### src/hdl/assert_macros.svh
// assertion macros used by the top-level rtl file
`ifndef ASSERT_MACROS_SVH
`define ASSERT_MACROS_SVH

// clocked check, switched off while reset is held
`define ASSERT_CLK(label, prop, msg) \
  label: assert property (@(posedge clk) disable iff (!rst_n) prop) else $error(msg);

// clocked check that also holds through reset
`define ASSERT_CLK_ALWAYS(label, prop, msg) \
  label: assert property (@(posedge clk) prop) else $error(msg);

`endif

### src/hdl/imbt_pkg.sv
// shared constants, types and codes for the breakpoint table
package imbt_pkg;

  localparam int TABLE_DEPTH = 16;
  localparam int KEY_BITS    = 16;
  localparam int VALUE_BITS  = 16;
  localparam int STATUS_W    = 2;
  localparam int IDX_W       = $clog2(TABLE_DEPTH);
  localparam int CNT_W       = $clog2(TABLE_DEPTH + 1);

  typedef logic [KEY_BITS-1:0]   key_t;
  typedef logic [VALUE_BITS-1:0] value_t;
  typedef logic [IDX_W-1:0]      idx_t;
  typedef logic [CNT_W-1:0]      cnt_t;
  typedef logic [STATUS_W-1:0]   status_t;

  // item functions
  localparam logic FN_ASSIGN = 1'b0;
  localparam logic FN_LOOKUP = 1'b1;

  // result status codes
  localparam status_t ST_OK    = 2'd0;
  localparam status_t ST_EMPTY = 2'd1;
  localparam status_t ST_FULL  = 2'd2;

  // write port of the table, commit swaps the banks
  typedef struct packed {
    logic   en;
    idx_t   addr;
    key_t   key;
    value_t val;
    logic   commit;
  } tbl_wr_t;

  // key compare result against the chosen operand
  typedef struct packed {
    logic lt;
    logic eq;
  } cmp_res_t;

  // sequencer status seen by the top level
  typedef struct packed {
    logic busy;
    cnt_t count;
  } seq_stat_t;

endpackage

### src/hdl/imbt_keycmp.sv
// shared key comparator used by every scan step
module imbt_keycmp (
  input  imbt_pkg::key_t     key,
  input  imbt_pkg::key_t     operand,
  output imbt_pkg::cmp_res_t res
);
  import imbt_pkg::*;

  // table key against lookup key, range begin or range end
  always_comb begin
    res.lt = key < operand;
    res.eq = key == operand;
  end

endmodule

### src/hdl/imbt_table.sv
// two-bank breakpoint register file: one bank live, the other rebuilt on assign
module imbt_table (
  input  logic              clk,
  input  logic              rst_n,
  input  imbt_pkg::idx_t    rd_addr,
  output imbt_pkg::key_t    rd_key,
  output imbt_pkg::value_t  rd_val,
  input  imbt_pkg::tbl_wr_t wr
);
  import imbt_pkg::*;

  key_t   key_mem [2][TABLE_DEPTH];
  value_t val_mem [2][TABLE_DEPTH];
  logic   bank_r;
  logic   bank_nxt;

  // live bank swaps when a rebuilt table is committed
  always_comb begin
    bank_nxt = bank_r;
    if (wr.commit) begin
      bank_nxt = ~bank_r;
    end
  end

  always_ff @(posedge clk) begin
    if (!rst_n) begin
      bank_r <= 1'b0;
    end else begin
      bank_r <= bank_nxt;
    end
  end

  // writes always go to the shadow bank
  always_ff @(posedge clk) begin
    if (wr.en) begin
      key_mem[~bank_r][wr.addr] <= wr.key;
      val_mem[~bank_r][wr.addr] <= wr.val;
    end
  end

  // single read port on the live bank
  assign rd_key = key_mem[bank_r][rd_addr];
  assign rd_val = val_mem[bank_r][rd_addr];

endmodule

### src/hdl/imbt_seq.sv
// sequencer: scans, checks room and rebuilds the table one entry a cycle
module imbt_seq (
  input  logic                clk,
  input  logic                rst_n,
  input  logic                start,
  input  logic                in_func,
  input  imbt_pkg::key_t      in_key_begin,
  input  imbt_pkg::key_t      in_key_end,
  input  imbt_pkg::value_t    in_new_value,
  input  imbt_pkg::value_t    default_value,
  input  imbt_pkg::key_t      rd_key,
  input  imbt_pkg::value_t    rd_val,
  input  imbt_pkg::cmp_res_t  cmp,
  output imbt_pkg::idx_t      rd_addr,
  output imbt_pkg::key_t      cmp_op,
  output imbt_pkg::tbl_wr_t   tbl_wr,
  output imbt_pkg::seq_stat_t stat,
  output logic                out_valid,
  output imbt_pkg::value_t    out_found_value,
  output imbt_pkg::status_t   out_status
);
  import imbt_pkg::*;

  localparam int NEED_W = CNT_W + 1;

  localparam logic [3:0] S_IDLE    = 4'd0;
  localparam logic [3:0] S_LOOK    = 4'd1;
  localparam logic [3:0] S_SCAN_LO = 4'd2;
  localparam logic [3:0] S_SCAN_HI = 4'd3;
  localparam logic [3:0] S_CHECK   = 4'd4;
  localparam logic [3:0] S_COPY_LO = 4'd5;
  localparam logic [3:0] S_INS_B   = 4'd6;
  localparam logic [3:0] S_INS_E   = 4'd7;
  localparam logic [3:0] S_COPY_HI = 4'd8;

  logic [3:0]        state_r, state_nxt;
  cnt_t              count_r, count_nxt;
  cnt_t              idx_r, idx_nxt;
  cnt_t              n_r, n_nxt;
  cnt_t              lo_r, lo_nxt;
  cnt_t              er_r, er_nxt;
  logic              ep_r, ep_nxt;
  key_t              kb_r, kb_nxt;
  key_t              ke_r, ke_nxt;
  value_t            val_r, val_nxt;
  value_t            acc_r, acc_nxt;
  logic              ov_r, ov_nxt;
  value_t            ofv_r, ofv_nxt;
  status_t           ost_r, ost_nxt;
  logic [NEED_W-1:0] need;
  logic              at_end;
  logic              full;

  // entries needed after the assign
  always_comb begin
    need = {1'b0, count_r} - {1'b0, er_r} + NEED_W'(1) + NEED_W'(!ep_r);
    full = need > NEED_W'(TABLE_DEPTH);
  end

  assign at_end  = idx_r == count_r;
  assign rd_addr = idx_r[IDX_W-1:0];
  assign cmp_op  = (state_r == S_SCAN_HI) ? ke_r : kb_r;

  // next state and datapath
  always_comb begin
    state_nxt = state_r;
    count_nxt = count_r;
    idx_nxt   = idx_r;
    n_nxt     = n_r;
    lo_nxt    = lo_r;
    er_nxt    = er_r;
    ep_nxt    = ep_r;
    kb_nxt    = kb_r;
    ke_nxt    = ke_r;
    val_nxt   = val_r;
    acc_nxt   = acc_r;
    ov_nxt    = 1'b0;
    ofv_nxt   = ofv_r;
    ost_nxt   = ost_r;
    tbl_wr    = '0;
    case (state_r)
      S_IDLE: begin
        if (start) begin
          kb_nxt  = in_key_begin;
          ke_nxt  = in_key_end;
          val_nxt = in_new_value;
          acc_nxt = default_value;
          idx_nxt = '0;
          ep_nxt  = 1'b0;
          if (in_func == FN_LOOKUP) begin
            state_nxt = S_LOOK;
          end else if (in_key_begin >= in_key_end) begin
            ov_nxt  = 1'b1;
            ofv_nxt = '0;
            ost_nxt = ST_EMPTY;
          end else begin
            state_nxt = S_SCAN_LO;
          end
        end
      end
      // walk while the breakpoint key is at or below the lookup key
      S_LOOK: begin
        if (at_end || !(cmp.lt || cmp.eq)) begin
          ov_nxt    = 1'b1;
          ofv_nxt   = acc_r;
          ost_nxt   = ST_OK;
          state_nxt = S_IDLE;
        end else begin
          acc_nxt = rd_val;
          idx_nxt = idx_r + CNT_W'(1);
        end
      end
      // entries below the range begin are kept in place
      S_SCAN_LO: begin
        if (at_end) begin
          lo_nxt    = idx_r;
          er_nxt    = '0;
          state_nxt = S_CHECK;
        end else if (cmp.lt) begin
          acc_nxt = rd_val;
          idx_nxt = idx_r + CNT_W'(1);
        end else begin
          lo_nxt    = idx_r;
          state_nxt = S_SCAN_HI;
        end
      end
      // entries inside the range are erased, track value in effect at the end
      S_SCAN_HI: begin
        if (at_end || !(cmp.lt || cmp.eq)) begin
          er_nxt    = idx_r - lo_r;
          state_nxt = S_CHECK;
        end else if (cmp.lt) begin
          acc_nxt = rd_val;
          idx_nxt = idx_r + CNT_W'(1);
        end else begin
          ep_nxt    = 1'b1;
          acc_nxt   = rd_val;
          er_nxt    = idx_r - lo_r;
          state_nxt = S_CHECK;
        end
      end
      S_CHECK: begin
        if (full) begin
          ov_nxt    = 1'b1;
          ofv_nxt   = '0;
          ost_nxt   = ST_FULL;
          state_nxt = S_IDLE;
        end else begin
          idx_nxt   = '0;
          n_nxt     = '0;
          state_nxt = S_COPY_LO;
        end
      end
      // copy the kept prefix into the shadow bank
      S_COPY_LO: begin
        if (idx_r == lo_r) begin
          state_nxt = S_INS_B;
        end else begin
          tbl_wr.en   = 1'b1;
          tbl_wr.addr = n_r[IDX_W-1:0];
          tbl_wr.key  = rd_key;
          tbl_wr.val  = rd_val;
          idx_nxt     = idx_r + CNT_W'(1);
          n_nxt       = n_r + CNT_W'(1);
        end
      end
      S_INS_B: begin
        tbl_wr.en   = 1'b1;
        tbl_wr.addr = n_r[IDX_W-1:0];
        tbl_wr.key  = kb_r;
        tbl_wr.val  = val_r;
        n_nxt       = n_r + CNT_W'(1);
        if (ep_r) begin
          idx_nxt   = lo_r + er_r;
          state_nxt = S_COPY_HI;
        end else begin
          state_nxt = S_INS_E;
        end
      end
      // restore the old value at the range end
      S_INS_E: begin
        tbl_wr.en   = 1'b1;
        tbl_wr.addr = n_r[IDX_W-1:0];
        tbl_wr.key  = ke_r;
        tbl_wr.val  = acc_r;
        n_nxt       = n_r + CNT_W'(1);
        idx_nxt     = lo_r + er_r;
        state_nxt   = S_COPY_HI;
      end
      // copy the tail, then swap banks
      S_COPY_HI: begin
        if (at_end) begin
          tbl_wr.commit = 1'b1;
          count_nxt     = n_r;
          ov_nxt        = 1'b1;
          ofv_nxt       = '0;
          ost_nxt       = ST_OK;
          state_nxt     = S_IDLE;
        end else begin
          tbl_wr.en   = 1'b1;
          tbl_wr.addr = n_r[IDX_W-1:0];
          tbl_wr.key  = rd_key;
          tbl_wr.val  = rd_val;
          idx_nxt     = idx_r + CNT_W'(1);
          n_nxt       = n_r + CNT_W'(1);
        end
      end
      default: begin
        state_nxt = S_IDLE;
      end
    endcase
  end

  // control registers
  always_ff @(posedge clk) begin
    if (!rst_n) begin
      state_r <= S_IDLE;
      count_r <= '0;
      ov_r    <= 1'b0;
    end else begin
      state_r <= state_nxt;
      count_r <= count_nxt;
      ov_r    <= ov_nxt;
    end
  end

  // working registers
  always_ff @(posedge clk) begin
    idx_r <= idx_nxt;
    n_r   <= n_nxt;
    lo_r  <= lo_nxt;
    er_r  <= er_nxt;
    ep_r  <= ep_nxt;
    kb_r  <= kb_nxt;
    ke_r  <= ke_nxt;
    val_r <= val_nxt;
    acc_r <= acc_nxt;
    ofv_r <= ofv_nxt;
    ost_r <= ost_nxt;
  end

  assign stat.busy       = state_r != S_IDLE;
  assign stat.count      = count_r;
  assign out_valid       = ov_r;
  assign out_found_value = ofv_r;
  assign out_status      = ost_r;

endmodule

### src/hdl/interval_map_breakpoint_table_core.sv
// top level of the interval map breakpoint table
// lookup: walks the breakpoints at or below the key, then strobes the result
// assign: an empty range is rejected with status empty; otherwise the scan and the rebuild
// run one entry a cycle through the single table read port
// one item at a time, busy high meanwhile; synchronous active-low reset empties the table
`include "assert_macros.svh"

module interval_map_breakpoint_table_core (
  input  logic                clk,
  input  logic                rst_n,
  input  logic                start,
  output logic                busy,
  input  logic                in_func,
  input  imbt_pkg::key_t      in_key_begin,
  input  imbt_pkg::key_t      in_key_end,
  input  imbt_pkg::value_t    in_new_value,
  output logic                out_valid,
  output imbt_pkg::value_t    out_found_value,
  output imbt_pkg::status_t   out_status,
  input  logic                cfg_we,
  input  imbt_pkg::value_t    cfg_wdata
);
  import imbt_pkg::*;

  value_t    default_r, default_nxt;
  key_t      rd_key;
  value_t    rd_val;
  idx_t      rd_addr;
  key_t      cmp_op;
  cmp_res_t  cmp;
  tbl_wr_t   tbl_wr;
  seq_stat_t stat;
  logic      accept;

  // default value register
  always_comb begin
    default_nxt = default_r;
    if (cfg_we) begin
      default_nxt = cfg_wdata;
    end
  end

  always_ff @(posedge clk) begin
    if (!rst_n) begin
      default_r <= '0;
    end else begin
      default_r <= default_nxt;
    end
  end

  imbt_table u_table (
    .clk     (clk),
    .rst_n   (rst_n),
    .rd_addr (rd_addr),
    .rd_key  (rd_key),
    .rd_val  (rd_val),
    .wr      (tbl_wr)
  );

  imbt_keycmp u_cmp (
    .key     (rd_key),
    .operand (cmp_op),
    .res     (cmp)
  );

  imbt_seq u_seq (
    .clk             (clk),
    .rst_n           (rst_n),
    .start           (start),
    .in_func         (in_func),
    .in_key_begin    (in_key_begin),
    .in_key_end      (in_key_end),
    .in_new_value    (in_new_value),
    .default_value   (default_r),
    .rd_key          (rd_key),
    .rd_val          (rd_val),
    .cmp             (cmp),
    .rd_addr         (rd_addr),
    .cmp_op          (cmp_op),
    .tbl_wr          (tbl_wr),
    .stat            (stat),
    .out_valid       (out_valid),
    .out_found_value (out_found_value),
    .out_status      (out_status)
  );

  assign busy   = stat.busy;
  assign accept = start && !stat.busy;

  // checks
  `ASSERT_CLK(a_accept_progress, accept |=> (stat.busy || out_valid), "beat accepted but no work started")
  `ASSERT_CLK(a_non_ok_zero, (out_valid && (out_status != ST_OK)) |-> (out_found_value == '0), "found value not zero on rejected assign")
  `ASSERT_CLK(a_count_change, !$stable(stat.count) |-> (out_valid && (out_status == ST_OK)), "entry count moved without a completed assign")
  `ASSERT_CLK(a_count_bound, stat.count <= CNT_W'(TABLE_DEPTH), "entry count beyond table depth")

endmodule
### config.mk
export PLATFORM = sky130hd
export DESIGN_NAME = interval_map_breakpoint_table_core
export DESIGN_NICKNAME = d
export VERILOG_FILES = /design/src/hdl/imbt_pkg.sv /design/src/hdl/imbt_keycmp.sv /design/src/hdl/imbt_table.sv /design/src/hdl/imbt_seq.sv /design/src/hdl/interval_map_breakpoint_table_core.sv
export VERILOG_INCLUDE_DIRS = /design/src /design/src/hdl
export SDC_FILE = /design/constraint.sdc
export NUM_CORES = 1
export LEC_CHECK = 0
export ABC_AREA = 1
export BUFFER_PORTS_ARGS = -buffer_cell sky130_fd_sc_hd__buf_2
export CORE_MARGIN = 2
export CORE_UTILIZATION = 57
export CTS_BUF_LIST = sky130_fd_sc_hd__clkbuf_16
export CTS_CLUSTER_SIZE = 10
export DETAILED_ROUTE_END_ITERATION = 7
export PLACE_DENSITY = 0.71
export SLEW_MARGIN = 20
export SYNTH_ARGS = -nofsm -noshare
export SYNTH_HDL_FRONTEND = slang
export SYNTH_SLANG_ARGS = --single-unit
### constraint.sdc
create_clock -name clk -period 8.41 [get_ports clk]
set_input_delay 1.682 -clock clk [delete_from_list [all_inputs] [get_ports clk]]
set_output_delay 1.682 -clock clk [all_outputs]
set_load 0.005 [all_outputs]
==> reports/results.tsv <==
metric	value	unit
setup_viol	0	
io_buffers	88	
antenna_found_initial	1	
synth_area_leader_cell	edfxtp_1	
dieArea	85400	um^2
period_needed	5.56	ns
p_leak	18.3	nW
synth_ff_type	edfxtp_1	
grt_pass1_wl	192000	um
min_period_over_period	66.1	%
ff_latch_area	34400	um^2
fmax	0.180	GHz
post_cts_buffers	0	
tightest_slew	1.17	ns
crit_fanout	252	
fin_nets	3936	
ys_ff_latch	1155	
critPathTopFamily	buffers and inverters	
max_stage_delay	0.96	ns
h-tree-depth	4	
postCtsHoldBufs	0	
postRouteAntennaNets	0	
slew_viol_final	0	
cts_buffers	134	
grt_util_all_layers	30.4	%
fin_hold_ws	0.506	ns
vdd_drop_max	0.233	mV
worst_path_most_repeated_cell	nand2_1	
fin_ws	2.85	ns
drive_gt1_share	11.1	%
yosysUniqueCellTypes	47	
cts-resized-gates	0	
synth-async-reset-ratio	0	%
dp_hpwl	70500	um
globalRouteMet1Util	41.4	%
clk_latency	0.74	ns
post-place-ws	3.14	ns
routed_wl	130000	um
fillers	5906	
grt.busiest_layer	met2	
drt_first_pass_iters	6	
max_cap_violations	0	
diodes	0	
path_clk_slew	0.05	ns
ys_warn_count	0	
power.density	303	nW/um^2
crit_path_end_kind	flip-flop	
syn_inst	3736	
die_y	292	um
clock-sinks	1155	
initial_core_util	57.7	%
path_cells	inv_16 > buf_4 > o21ai_0 > o221ai_1 > nand3_1 > nand3_1 > o21ai_1 > ha_1 > inv_1 > nand2_1 > nand2_1 > nand2_1 > nand2_1 > nand2_1 > nand2_1 > nand2_1 > nand2_1 > inv_1 > o21ai_0 > nor3_2 > buf_4	
use_met3	5.60	%
vias	31512	
yosysTopAreaCellShare	71.5	%
arrival	6.03	ns
postLayoutCoreUtil	64.3	%
synth_fp_nets	3859	
relSlewSlack	21.6	%
ys_top_cells_by_area	edfxtp_1, o21ai_0, nor2_1	
grt_start_max_net_pins	253	
hold_viol	0	
crit_type	reg -> reg	
fin_worst_skew	0.0276	ns
post_drt_via_cell_ratio	6.39	
wire_per_inst	26.3	um
yosysSeqAreaShare	72.7	%
drt_first_iter_violations	4385	
cts_tree	yes	
crit_slowest_cell	buf_4	
drc_errors	0	
cts.path.max_buffers	3	
grt_setup_unrepaired	no	
grt_use_met2	47.9	%
status	finished, final reports clean	
crit_buf_inv	5	
synth.cell_area	47300	um^2
finalSetupTns	0	ns
cts_root_buf	clkbuf_16	
place.gp.congestion	0.905	
multi_input_area	11600	um^2
synth.avg_cell_area	12.7	um^2
required	8.88	ns
std_cell_rows	105	
critPathLaunchType	flip-flop	
area_growth	11.5	%
io_pins	89	
coreArea	82100	um^2
grt.overflow.total	0	
die_x	292	um
synth_edf_count	1127	
hp-class	reg -> reg	
grt_pass1_vias	30362	
-- cells by family after synthesis --
group                      share of synthesized area (%)
and+or+nand+nor                                     10.6
DFF                                                 72.7
AOI/OAI and AO/OA                                   11.0
buffers and inverters                               3.57
adders and majority gates                           1.49
muxes                                              0.402
xor gates and xnor gates                           0.314
-- per-stage QoR --
| step | power (mW) | area [um^2] | instances |
|---|---|---|---|
| floorplan | 9.45 | 47300 | 3736 |
| global placement | 10.9 | 48900 | 4744 |
| detailed placement | 10.9 | 48900 | 4746 |
| CTS | 16.0 | 52700 | 4931 |
| global route | 16.6 | 52800 | 4932 |
| finish | 16.0 | 52800 | 4932 |
-- area by class of cell --
type | count | share of cell area, %
Sequential cell | 1155 | 65.2
Multi-Input combinational cell | 2216 | 22.0
Clock buffer | 135 | 6.40
Tap cell | 1070 | 2.54
Timing Repair Buffer | 173 | 2.22
Inverter | 133 | 0.993
Clock inverter | 50 | 0.709
-- worst paths after layout --
path | startpoint | endpoint | slack, ns | cells past startpoint
worst min register to register | default_r[6] | default_r[6] | 0.51 | 2
worst min-delay path | default_r[6] | default_r[6] | 0.51 | 2
worst max-delay path | flip-flop | u_seq.acc_r[9] | 2.85 | 21
worst max register to register | flip-flop | u_seq.acc_r[9] | 2.85 | 21
-- synth_stat cells (20+ instances only) --
library cell  count
nor3_1           25
buf_2            64
edfxtp_1       1127
o21ai_0         534
o211ai_1         77
inv_1           120
dfxtp_1          28
buf_6            20
nand4_1          56
o21ai_1          43
ha_1             50
a21oi_1          32
nor2_1          702
nand2_1         322
nand3_1         102
o221ai_1         58
clkbuf_1        123
o22ai_1         125
-- sequential cells by signal, summed over array words and instances, names as in the netlist, 16 cells and up, named ones only --
name                   count
u_seq.val_r               16
u_seq.acc_r               16
u_seq.out_found_value     16
u_seq.kb_r                16
u_table.key_mem          512
u_table.val_mem          512
default_r                 16
u_seq.ke_r                16
-- routing by layer --
layer / up-vias / share of wire [%]
li1: 13824 / -
met2: 1868 / 47
met1: 15472 / 38
met3: 346 / 10
met5: - / 0.0085
met4: 2 / 4.7
-- where the power goes --
part / switching (mW) / total, mW / internal [mW]
combinational: 2.87 / 3.92 / 1.05
sequential: 0.133 / 7.00 / 6.87
clock: 2.18 / 5.10 / 2.91
total: 5.19 / 16.0 / 10.8
-- placed cells by master, fill, tap and decap left out, types with 11 or more instances in the layout --
cell	synthesis	final
nand3_2	4	15
xor2_1	11	11
o21ai_0	534	534
o21ai_1	43	43
inv_1	120	148
o211ai_1	77	77
buf_2	64	88
nor2_1	702	675
buf_4	19	78
mux2i_1	19	19
nand3_1	102	91
inv_2	11	13
a21oi_1	32	32
clkbuf_16	0	135
o221ai_1	58	58
nand2_1	322	322
edfxtp_1	1127	1127
o22ai_1	125	125
nor2_4	4	30
dfxtp_1	28	27
nor3_2	3	12
ha_1	50	50
nor3_1	25	16
nand4_1	56	56
-- worst register-to-register path, stage by stage, from the launching register on --
cell and delay [ns]:
dfxtp_4 0.55, inv_16 0.53, buf_4 1.31, o21ai_0 0.21
o221ai_1 0.25, nand3_1 0.13, nand3_1 0.15, o21ai_1 0.14
ha_1 0.23, inv_1 0.06, nand2_1 0.05, nand2_1 0.05
nand2_1 0.04, nand2_1 0.06, nand2_1 0.06, nand2_1 0.08
nand2_1 0.11, nand2_1 0.11, inv_1 0.06, o21ai_0 0.75
nor3_2 0.12, buf_4 0.26
Note: power is estimated with default switching activity, not from simulation.
